--- src/hdl/rdtpc_pkg.sv ---
package rdtpc_pkg;

    localparam int unsigned HdrBytes = 9;
    localparam logic [16:0] CountMax = 17'h1FFFF;
    localparam logic [15:0] SumGood  = 16'hFFFF;

    // register indexes on the configuration port
    localparam logic [1:0] REG_FLAG_DATA  = 2'd0;
    localparam logic [1:0] REG_FLAG_ACK   = 2'd1;
    localparam logic [1:0] REG_FLAG_FIN   = 2'd2;
    localparam logic [1:0] REG_BIG_ENDIAN = 2'd3;

    // verdict codes
    localparam logic [2:0] ST_OK        = 3'd0;
    localparam logic [2:0] ST_SHORT     = 3'd1;
    localparam logic [2:0] ST_BAD_FLAGS = 3'd2;
    localparam logic [2:0] ST_LEN_MISS  = 3'd3;
    localparam logic [2:0] ST_CSUM_FAIL = 3'd4;

    typedef struct packed {
        logic [7:0] flag_data_code;
        logic [7:0] flag_ack_code;
        logic [7:0] flag_fin_code;
        logic       big_endian_fields;
    } t_cfg;

    typedef struct packed {
        logic [7:0]  payload_byte;
        logic        payload_valid;
        logic        packet_end;
        logic [2:0]  status;
        logic [31:0] seq_number;
        logic [7:0]  packet_flags;
        logic [15:0] payload_length;
    } t_result;

    // 16-bit ones-complement add with end-around carry
    function automatic logic [15:0] ones_add(input logic [15:0] a, input logic [15:0] b);
        logic [16:0] s;
        s = {1'b0, a} + {1'b0, b};
        return s[15:0] + {15'd0, s[16]};
    endfunction

endpackage

--- src/hdl/rdtpc_cfg_regs.sv ---
module rdtpc_cfg_regs (
    input  logic              i_clk,
    input  logic              i_rst_n,
    input  logic              i_cfg_valid,
    output logic              o_cfg_ready,
    input  logic [1:0]        i_cfg_index,
    input  logic [7:0]        i_cfg_data,
    output rdtpc_pkg::t_cfg   o_cfg
);

    rdtpc_pkg::t_cfg r_cfg;

    assign o_cfg_ready = 1'b1;
    assign o_cfg       = r_cfg;

    always_ff @(posedge i_clk) begin
        if (!i_rst_n) begin
            r_cfg.flag_data_code    <= 8'd1;
            r_cfg.flag_ack_code     <= 8'd2;
            r_cfg.flag_fin_code     <= 8'd4;
            r_cfg.big_endian_fields <= 1'b0;
        end else if (i_cfg_valid) begin
            unique case (i_cfg_index)
                rdtpc_pkg::REG_FLAG_DATA:  r_cfg.flag_data_code    <= i_cfg_data;
                rdtpc_pkg::REG_FLAG_ACK:   r_cfg.flag_ack_code     <= i_cfg_data;
                rdtpc_pkg::REG_FLAG_FIN:   r_cfg.flag_fin_code     <= i_cfg_data;
                rdtpc_pkg::REG_BIG_ENDIAN: r_cfg.big_endian_fields <= i_cfg_data[0];
                default: ;
            endcase
        end
    end

endmodule

--- src/hdl/rdtpc_parse.sv ---
module rdtpc_parse (
    input  logic                 i_clk,
    input  logic                 i_rst_n,
    input  rdtpc_pkg::t_cfg      i_cfg,
    input  logic                 i_in_valid,
    output logic                 o_in_ready,
    input  logic [7:0]           i_in_byte,
    input  logic                 i_in_last,
    input  logic                 i_res_ready,
    output logic                 o_res_valid,
    output rdtpc_pkg::t_result   o_res
);

    // input register
    logic        r_in_valid;
    logic [7:0]  r_in_byte;
    logic        r_in_last;

    // packet state
    logic [16:0] r_count, n_count;
    logic [15:0] r_sum,   n_sum;
    logic [7:0]  r_pend,  n_pend;
    logic [31:0] r_seq,   n_seq;
    logic [7:0]  r_flags, n_flags;
    logic [15:0] r_len,   n_len;

    logic        advance;
    logic        is_payload;
    logic [15:0] addend;
    logic [15:0] sum_add;
    logic [16:0] data_len;
    logic        flags_ok;
    logic [2:0]  status;

    assign advance    = r_in_valid && i_res_ready;
    assign o_in_ready = !r_in_valid || i_res_ready;

    always_ff @(posedge i_clk) begin
        if (!i_rst_n) begin
            r_in_valid <= 1'b0;
        end else if (o_in_ready) begin
            r_in_valid <= i_in_valid;
        end
    end

    always_ff @(posedge i_clk) begin
        if (o_in_ready && i_in_valid) begin
            r_in_byte <= i_in_byte;
            r_in_last <= i_in_last;
        end
    end

    always_comb begin
        is_payload = r_count >= 17'(rdtpc_pkg::HdrBytes);

        n_seq   = r_seq;
        n_flags = r_flags;
        n_len   = r_len;
        if (r_count < 17'd4) begin
            n_seq = i_cfg.big_endian_fields ? {r_seq[23:0], r_in_byte}
                                            : {r_in_byte, r_seq[31:8]};
        end else if (r_count == 17'd4) begin
            n_flags = r_in_byte;
        end else if (r_count == 17'd7 || r_count == 17'd8) begin
            n_len = i_cfg.big_endian_fields ? {r_len[7:0], r_in_byte}
                                            : {r_in_byte, r_len[15:8]};
        end

        // odd byte pairs with the held high byte; even final byte pads low
        addend  = r_count[0] ? {r_pend, r_in_byte} : {r_in_byte, 8'h00};
        sum_add = rdtpc_pkg::ones_add(r_sum, addend);

        n_pend = r_count[0] ? r_pend : r_in_byte;
        n_sum  = r_count[0] ? sum_add : r_sum;

        n_count  = (r_count < rdtpc_pkg::CountMax) ? r_count + 17'd1 : rdtpc_pkg::CountMax;
        data_len = n_count - 17'(rdtpc_pkg::HdrBytes);

        flags_ok = n_flags == i_cfg.flag_data_code || n_flags == i_cfg.flag_ack_code ||
                   n_flags == i_cfg.flag_fin_code;

        if (n_count < 17'(rdtpc_pkg::HdrBytes)) begin
            status = rdtpc_pkg::ST_SHORT;
        end else if (!flags_ok) begin
            status = rdtpc_pkg::ST_BAD_FLAGS;
        end else if ({1'b0, n_len} != data_len) begin
            status = rdtpc_pkg::ST_LEN_MISS;
        end else if (sum_add != rdtpc_pkg::SumGood) begin
            status = rdtpc_pkg::ST_CSUM_FAIL;
        end else begin
            status = rdtpc_pkg::ST_OK;
        end

        o_res_valid          = advance && (is_payload || r_in_last);
        o_res.payload_byte   = is_payload ? r_in_byte : 8'h00;
        o_res.payload_valid  = is_payload;
        o_res.packet_end     = r_in_last;
        o_res.status         = r_in_last ? status : rdtpc_pkg::ST_OK;
        if (r_in_last && status != rdtpc_pkg::ST_SHORT) begin
            o_res.seq_number     = n_seq;
            o_res.packet_flags   = n_flags;
            o_res.payload_length = n_len;
        end else begin
            o_res.seq_number     = 32'd0;
            o_res.packet_flags   = 8'd0;
            o_res.payload_length = 16'd0;
        end
    end

    always_ff @(posedge i_clk) begin
        if (!i_rst_n) begin
            r_count <= '0;
            r_sum   <= '0;
            r_pend  <= '0;
            r_seq   <= '0;
            r_flags <= '0;
            r_len   <= '0;
        end else if (advance) begin
            if (r_in_last) begin
                r_count <= '0;
                r_sum   <= '0;
                r_pend  <= '0;
                r_seq   <= '0;
                r_flags <= '0;
                r_len   <= '0;
            end else begin
                r_count <= n_count;
                r_sum   <= n_sum;
                r_pend  <= n_pend;
                r_seq   <= n_seq;
                r_flags <= n_flags;
                r_len   <= n_len;
            end
        end
    end

endmodule

--- src/hdl/rdtpc_out_stage.sv ---
module rdtpc_out_stage (
    input  logic                 i_clk,
    input  logic                 i_rst_n,
    input  logic                 i_res_valid,
    output logic                 o_res_ready,
    input  rdtpc_pkg::t_result   i_res,
    output logic                 m_axis_tvalid,
    input  logic                 m_axis_tready,
    output logic [71:0]          m_axis_tdata,
    output logic                 m_axis_tlast,
    output logic                 m_axis_tuser
);

    logic               r_valid;
    rdtpc_pkg::t_result r_res;

    assign o_res_ready = !r_valid || m_axis_tready;

    always_ff @(posedge i_clk) begin
        if (!i_rst_n) begin
            r_valid <= 1'b0;
        end else if (o_res_ready) begin
            r_valid <= i_res_valid;
        end
    end

    always_ff @(posedge i_clk) begin
        if (o_res_ready && i_res_valid) begin
            r_res <= i_res;
        end
    end

    assign m_axis_tvalid = r_valid;
    assign m_axis_tdata  = {5'd0, r_res.payload_length, r_res.packet_flags,
                            r_res.seq_number, r_res.status, r_res.payload_byte};
    assign m_axis_tlast  = r_res.packet_end;
    assign m_axis_tuser  = r_res.payload_valid;

endmodule

--- src/hdl/rdt_packet_checker_core.sv ---
// Packet checker: takes a packet one byte per transfer on the slave stream (tlast on the
// final byte), parses the 9-byte header (4-byte sequence number, flags byte, 2-byte
// checksum, 2-byte payload length), forwards every payload byte as a master transfer and
// keeps a running 16-bit ones-complement sum over the whole packet, odd final byte padded
// low. The final byte gives one transfer with tlast high carrying the verdict: too short,
// flags not one of the three codes, declared length mismatch, checksum failure, checked in
// that order. Header bytes that are not final give no transfer. One byte is taken every
// cycle unless the sink stalls, since the only work between the input register and the
// result register is one 16-bit end-around add and a few compares; a byte goes through
// the input register and then the result register; a stalled sink holds both. The user
// must write configuration only while no packet byte is in flight; no logic enforces it.
module rdt_packet_checker_core (
    input  logic        i_clk,
    input  logic        i_rst_n,
    // configuration writes
    input  logic        i_cfg_valid,
    output logic        o_cfg_ready,
    input  logic [1:0]  i_cfg_index,
    input  logic [7:0]  i_cfg_data,
    // packet bytes in
    input  logic        s_axis_tvalid,
    output logic        s_axis_tready,
    input  logic [7:0]  s_axis_tdata,   // [7:0] packet_byte
    input  logic        s_axis_tlast,   // last_byte
    // results out
    output logic        m_axis_tvalid,
    input  logic        m_axis_tready,
    output logic [71:0] m_axis_tdata,   // [7:0] payload_byte, [10:8] status,
                                        // [42:11] seq_number, [50:43] packet_flags,
                                        // [66:51] payload_length, [71:67] zero
    output logic        m_axis_tlast,   // packet_end
    output logic        m_axis_tuser    // payload_valid
);

    rdtpc_pkg::t_cfg    cfg;
    rdtpc_pkg::t_result res;
    logic               res_valid;
    logic               res_ready;

    // flag codes and field byte order
    rdtpc_cfg_regs u_cfg (
        .i_clk       (i_clk),
        .i_rst_n     (i_rst_n),
        .i_cfg_valid (i_cfg_valid),
        .o_cfg_ready (o_cfg_ready),
        .i_cfg_index (i_cfg_index),
        .i_cfg_data  (i_cfg_data),
        .o_cfg       (cfg)
    );

    // input register, header capture, running sum and verdict
    rdtpc_parse u_parse (
        .i_clk       (i_clk),
        .i_rst_n     (i_rst_n),
        .i_cfg       (cfg),
        .i_in_valid  (s_axis_tvalid),
        .o_in_ready  (s_axis_tready),
        .i_in_byte   (s_axis_tdata),
        .i_in_last   (s_axis_tlast),
        .i_res_ready (res_ready),
        .o_res_valid (res_valid),
        .o_res       (res)
    );

    // result register, holds a transfer while the sink stalls
    rdtpc_out_stage u_out (
        .i_clk         (i_clk),
        .i_rst_n       (i_rst_n),
        .i_res_valid   (res_valid),
        .o_res_ready   (res_ready),
        .i_res         (res),
        .m_axis_tvalid (m_axis_tvalid),
        .m_axis_tready (m_axis_tready),
        .m_axis_tdata  (m_axis_tdata),
        .m_axis_tlast  (m_axis_tlast),
        .m_axis_tuser  (m_axis_tuser)
    );

endmodule

--- config.mk ---
export PLATFORM = sky130hd
export DESIGN_NAME = rdt_packet_checker_core
export DESIGN_NICKNAME = d
export VERILOG_FILES = /design/src/hdl/rdtpc_pkg.sv /design/src/hdl/rdtpc_cfg_regs.sv /design/src/hdl/rdtpc_parse.sv /design/src/hdl/rdtpc_out_stage.sv /design/src/hdl/rdt_packet_checker_core.sv
export SDC_FILE = /design/constraint.sdc
export NUM_CORES = 1
export LEC_CHECK = 0
export CORE_MARGIN = 4
export CORE_UTILIZATION = 64
export CTS_CLUSTER_DIAMETER = 150
export DETAILED_ROUTE_END_ITERATION = 8
export DONT_BUFFER_PORTS = 1
export HOLD_SLACK_MARGIN = 0.08
export MAX_ROUTING_LAYER = met4
export PLACE_DENSITY = 0.83
export SLEW_MARGIN = 25
export SYNTH_ARGS = -nofsm -noshare
export SYNTH_HDL_FRONTEND = slang
export SYNTH_SLANG_ARGS = --single-unit
--- constraint.sdc ---
create_clock -name i_clk -period 5.4 [get_ports i_clk]
set_input_delay 0.54 -clock i_clk [delete_from_list [all_inputs] [get_ports i_clk]]
set_output_delay 0.54 -clock i_clk [all_outputs]
set_load 0.01 [all_outputs]
; Word-level counts from Yosys, hierarchy flattened
; Cells that the tools add are included.
[word_totals]
regBits = 202
latchBits = 0
ramBits = 0
rom_bits = 0
in_bits = 24
wordCells = 85
n_memories = 0
[op_classes]
n_addsub = 4
multipliers = 0
div = 0
order_cmp = 4
eq_ne = 13
n_shift = 0
n_mux = 22
bitwise_logic = 0
reduce_logical = 21
[op_table]
columns = operator, n
row1 = 2-to-1 mux 16 bit, 8
row2 = 2-to-1 mux 32 bit, 3
row3 = 2-to-1 mux 8 bit, 5
row4 = == test 17 x 3 -> 1 bit (second input constant), 2
row5 = 2-to-1 mux 17 bit, 2
row6 = == test 8 bit, 3
row7 = adder 16 x 16 -> 17 bit, 1
row8 = adder 17 x 1 -> 17 bit (second input constant), 1
row9 = == test 17 x 4 -> 1 bit (second input constant), 1
row10 = greater-or-equal comparator 17 x 4 -> 1 bit (second input constant), 1
row11 = less-than comparator 17 bit (second input constant), 1
row12 = less-than comparator 17 x 3 -> 1 bit (second input constant), 1
row13 = less-than comparator 17 x 4 -> 1 bit (second input constant), 1
row14 = inequality test 16 x 17 -> 1 bit, 1
row15 = subtractor 17 x 4 -> 17 bit (second input constant), 1
row16 = adder 16 x 1 -> 16 bit, 1
row17 = inequality test 16 bit (second input constant), 1
row18 = 2-to-1 mux 3 bit, 4
row19 = AND reduction 2 bit, 6
row20 = logical OR 1 bit, 6
row21 = logical AND 1 bit, 5
row22 = == test 2 bit (second input constant), 2
row23 = inequality test 3 x 1 -> 1 bit (second input constant), 1
row24 = == test 2 x 1 -> 1 bit (second input constant), 1
row25 = other kinds (4), 5

; Longest topological paths before layout
[logic_depth]
word_depth = 11
mapped_depth = 24
mapped_depth_nobuf = 22

; By module
; A second synthesis with hierarchy kept.
[hier_totals]
hier_cells = 1285
area_unflattened_um2 = 11666.2
[modules_own_cells]
columns = module, n_inst, cells_per_inst, area_per_inst_um2, seq_area_each_um2
row1 = rdtpc_parse, 1, 1108, 8523.2, 2232.1
row2 = rdtpc_out_stage, 1, 80, 2170.8, 2092.0
row3 = rdtpc_cfg_regs, 1, 97, 972.2, 500.5

; Worst setup path after synthesis
; OpenSTA, ideal clock, no wires.
[synth_timing]
path_kind = reg2reg
start = reg u_parse.r_count[10]
end = reg u_out.r_res (netlist bit u_out.m_axis_tdata[0]), enable pin
setup_ns = 0.496
arrival_time_ns = 4.231
setup_slack_ns = 0.672
path_stages_with_launch = 8
path_buffers = 2
period_less_slack_ns = 4.728
cell_sequence = dfxtp_1 clkbuf_1 nor3_2 and4_1 clkbuf_1 nand2_1 nor2_1 nor2_1
[synth_between]
elab_chain_len = 4
[synth_lines]
columns = element, line_no
row1 = "start, declared", rdtpc_parse.sv:20  ; logic [16:0] r_count, n_count;
row2 = "start signal, assigned", rdtpc_parse.sv:127  ; r_count <= n_count;
row3 = greater-or-equal comparator 17 x 4 -> 1 bit, rdtpc_parse.sv:54  ; is_payload = r_count >= 17'(rdtpc_pkg::HdrBytes);
row4 = net u_parse.is_payload, rdtpc_parse.sv:28  ; logic is_payload;
row5 = logical OR 1 bit, rdtpc_parse.sv:94  ; o_res_valid = advance && (is_payload || r_in_last);
row6 = logical AND 1 bit, rdtpc_parse.sv:94
row7 = logical AND 1 bit, rdtpc_out_stage.sv:28  ; if (o_res_ready && i_res_valid) begin
row8 = "end signal, assigned", rdtpc_out_stage.sv:29  ; r_res <= i_res;
row9 = "end, declared", rdtpc_out_stage.sv:15  ; rdtpc_pkg::t_result r_res;
; The timed path passes the listed nets, and every way through them passes these cells.
; A chain may end at the register's enable or synchronous reset.

; Worst setup path after layout
[layout_timing]
start = reg u_parse.r_count[0]
end = reg u_out.r_res (netlist bit u_out.m_axis_tdata[10]), data pin
[layout_between]
elab_chain_len = 9
word_cells_on_any_way = 29
[layout_lines]
columns = element, line_no
row1 = branches (longest 8 deep; another with adder 16 x 16 -> 17 bit), n/a
row2 = 2-to-1 mux 3 bit (*), rdtpc_parse.sv:82  ; if (n_count < 17'(rdtpc_pkg::HdrBytes)) begin
; Mark *: on every way between the ends.

==> reports/results.tsv <==
stage	metric	value	unit
worst_setup_path	worstPathArrival	5.11	ns
yosys	synth-seq-cells	202	
global_route	grt-busiest-layer	met2	
detailed_routing	drt_iter0_markers	996	
clock_network	cts_htree_levels	1	
global_route	use_met2	0.468	
placed_design	place_congestion	1.02	
worst_setup_path	critPathCaptureType	flop	
sta	drv_slew	0	
clock_network	cts_tree	yes	
worst_setup_path	start_kind	flop	
detailed_routing	vias	9148	
clock_network	clock_path_buffers	3	
worst_setup_path	crit_required	5.64	ns
yosys	synth_top_area_frac	0.217	
global_route	grt_antenna_before_repair	2	
detailed_routing	drc	0	
cells_and_area	final_cell_mix	dfxtp_1 (122), nand2_1 (120), nor2_1 (100), nor2b_1 (100), a22oi_1 (85)	
power_and_ir_drop	leakage	0.00442	uW
power_and_ir_drop	power.switching	751	uW
global_route	grt_max_degree	125	
global_route	use_met3	0.0394	
placed_design	port_buffers	0	
worst_setup_path	cpMaxStageDelayCell	fa_1	
global_route	use_met1	0.382	
detailed_routing	via_per_inst	6.34	
worst_setup_path	reg2reg_slack	0.53	ns
cells_and_area	multi_input_area	6220	sq um
power_and_ir_drop	share_comb_of_total_power	0.060	
cells_and_area	utilization	0.704	
sta	period_minus_slack	4.87	ns
power_and_ir_drop	power.density	264	nW/um^2
power_and_ir_drop	peakVddDrop	0.000248	V
sta	worst_pin_slew	1.04	ns
yosys	synthTopCellsByArea	dfxtp_1 (22%), edfxtp_1 (20%), a22oi_1 (5.6%), nor2b_1 (5.5%), mux2i_1 (4.6%)	
power_and_ir_drop	internal_power	2490	uW
floorplanning	die_width	142	microns
yosys	synthCells	1238	
yosys	yosysWarnings	0	
placed_design	dp_hpwl	20000	microns
floorplanning	die-area	20100	sq um
sta	setup_violations	0	
yosys	netlist_area	11500	sq um
cells_and_area	area_growth	7.08	%
floorplanning	initial_core_util	0.658	
global_route	grt_overflow_total	0	
sta	rsz0062_at_grt	no	
cells_and_area	drive_gt1_frac	0.0889	
clock_network	clkTransAtPathRegs	0.07	ns
sta	slew_headroom	0.301	
clock_network	clockRootBuffer	clkbuf_16	
outcome	status	finished clean	
global_route	grt_pass1_wl	46100	microns
worst_setup_path	slowest_delay	0.44	ns
worst_setup_path	cp_max_fo	18	
cells_and_area	nets	1247	
clock_network	clkLatencyLatePin	0.51	ns
sta	finalClockSkew	0.0107	ns
power_and_ir_drop	seqPwrFrac	0.507	
sta	period_share	0.901	
cells_and_area	fillers	1334	
power_and_ir_drop	pwr-share-clk	0.434	
detailed_routing	wire_per_inst	20.1	microns
cells_and_area	final_common_cell	dfxtp_1	
power_and_ir_drop	switching_share	0.232	
worst_setup_path	crit_chain	buf_4 -> nand2_1 -> fa_1 -> nor2b_1 -> o31ai_2 -> a21o_1 -> a21oi_1 -> o21ai_0 -> a21boi_0 -> o21ai_0 -> nand2b_1 -> ha_1 -> and3_1 -> nand3_1 -> nor4_4 -> nand4b_1 -> xor2_1 -> nand2_1 -> nor4bb_1 -> a2111oi_2	
sta	fmax	205	MHz
yosys	synth.distinct_cells	79	
worst_hold_path	worstHoldPathType	in2reg	
yosys	synth_area_leader_cell	dfxtp_1	
floorplanning	core	17400	sq um
yosys	synth-async-reset-ratio	0	
floorplanning	pin_count	101	
detailed_routing	drt_wl_total	29000	microns
clock_network	numCtsBuffers	21	
sta	tns	0	ns
worst_setup_path	cp_num_buf_inv	1	
worst_setup_path	crit_type	reg2reg	
global_route	grt_pass1_vias	8662	
clock_network	clock_sink_count	202	
detailed_routing	dr.pass1.iters	6	
yosys	postSynthAreaPerCell	9.26	sq um
detailed_routing	detail-route-antenna-nets	0	
job	maxCapViolCount	0	
floorplanning	fp-row-count	48	
worst_setup_path	path_delay_family	simple AND/OR/NAND/NOR gates	
yosys	synth_edf_count	78	
sta	hold_violations	0	
yosys	yosys_most_used_dff	dfxtp_1	
clock_network	hold_buffers	0	
floorplanning	die_h	142	microns
global_route	grtUsageTotal	0.290	
yosys	yosysSeqAreaShare	0.421	
cells_and_area	regArea	4830	sq um
==> through the flow <==
step | hold WS [ns] | cell area [sq um] | total power (uW) | instances | worst slack [ns]
3_3_place_gp | 0.465 | 11600 | 1860 | 1402 | 0.645
3_5_place_dp | 0.477 | 11600 | 1860 | 1402 | 0.503
5_1_grt | 0.113 | 12300 | 3330 | 1442 | 0.0533
6_report | 0.123 | 12300 | 3240 | 1442 | 0.532
4_1_cts | 0.107 | 12200 | 3250 | 1440 | 0.445
2_1_floorplan | 0.424 | 11500 | 1820 | 1242 | 0.672
==> state kept, by name, summed over array words and instances (netlist names) <==
name	count
u_parse.r_flags	8
u_parse.r_in_byte	8
u_parse.r_sum	16
u_out.m_axis_tdata	67
u_parse.r_in_last	1
u_parse.r_len	16
u_parse.r_count	17
u_out.m_axis_tvalid	1
u_cfg.o_cfg	25
u_parse.r_pend	8
u_parse.r_in_valid	1
u_parse.r_seq	32
u_out.m_axis_tuser	1
u_out.m_axis_tlast	1
==> cells in the mapped netlist (7+ instances only) <==
cell      instances
a211oi_1          7
a21boi_0         17
a21oi_1          43
a22oi_1          85
a311oi_1          9
and2_1           19
and3_1            9
buf_2             9
buf_4             8
clkbuf_1         60
dfxtp_1         124
edfxtp_1         78
ha_1             22
inv_1            38
mux2_2           23
mux2i_1          53
nand2_1         120
nand2b_1         17
nand3_1          24
nand4_1          10
nor2_1          102
nor2b_1         100
nor3_1           17
nor3b_1           7
nor4_1           10
o21ai_0          36
o22ai_1           9
xnor2_1          47
xor2_1           30
==> layer usage <==
layer  wire length (microns)  vias to the layer above
met3                    1900                       73
met5                       0                        -
met4                     948                        0
met1                   12200                     4340
met2                   14000                      377
li1                        -                     4358
==> power by group through the flow <==
| stage | combinational (uW) | sequential [uW] | clock, uW |
|---|---|---|---|
| 6_report | 193 | 1640 | 1400 |
| 5_1_grt | 211 | 1640 | 1480 |
| 4_1_cts | 191 | 1640 | 1410 |
| 3_5_place_dp | 190 | 1670 | 0 |
| 3_3_place_gp | 185 | 1670 | 0 |
| 2_1_floorplan | 160 | 1660 | 0 |
==> area by class of cell <==
class                           instances  area share
Clock inverter                         12     0.00724
Multi-Input combinational cell        921       0.507
Antenna cell                            2    0.000408
Tap cell                              225      0.0229
Inverter                               38      0.0116
Sequential cell                       202       0.393
Timing Repair Buffer                   16      0.0108
Clock buffer                           26      0.0468
==> final timing paths <==
check                                    endpoint  cells past startpoint                            start
max          u_out.m_axis_tdata[10]$_SDFFCE_PN0P_                     20  u_parse.r_count[0]$_SDFFE_PN0P_
min                u_parse.r_in_byte[4]$_DFFE_PP_                      0                  s_axis_tdata[4]
max reg2reg  u_out.m_axis_tdata[10]$_SDFFCE_PN0P_                     20  u_parse.r_count[0]$_SDFFE_PN0P_
min reg2reg          u_cfg.o_cfg[12]$_SDFFE_PN0P_                      2     u_cfg.o_cfg[12]$_SDFFE_PN0P_
==> timing repair <==
action,4_1_cts,5_1_grt
endpoints found under the setup margin,0,2
setup buffers,0,0
gates resized for setup,0,3
==> logic make-up after synthesis <==
kind of cell,synth area share
xor+xnor,0.0608
fa+ha+maj,0.0258
compound gates,0.162
flops,0.421
mux,0.0689
other cells,0.000655
simple gates,0.217
buf+inv,0.0432
No activity file was read; power rests on OpenSTA's default activity.
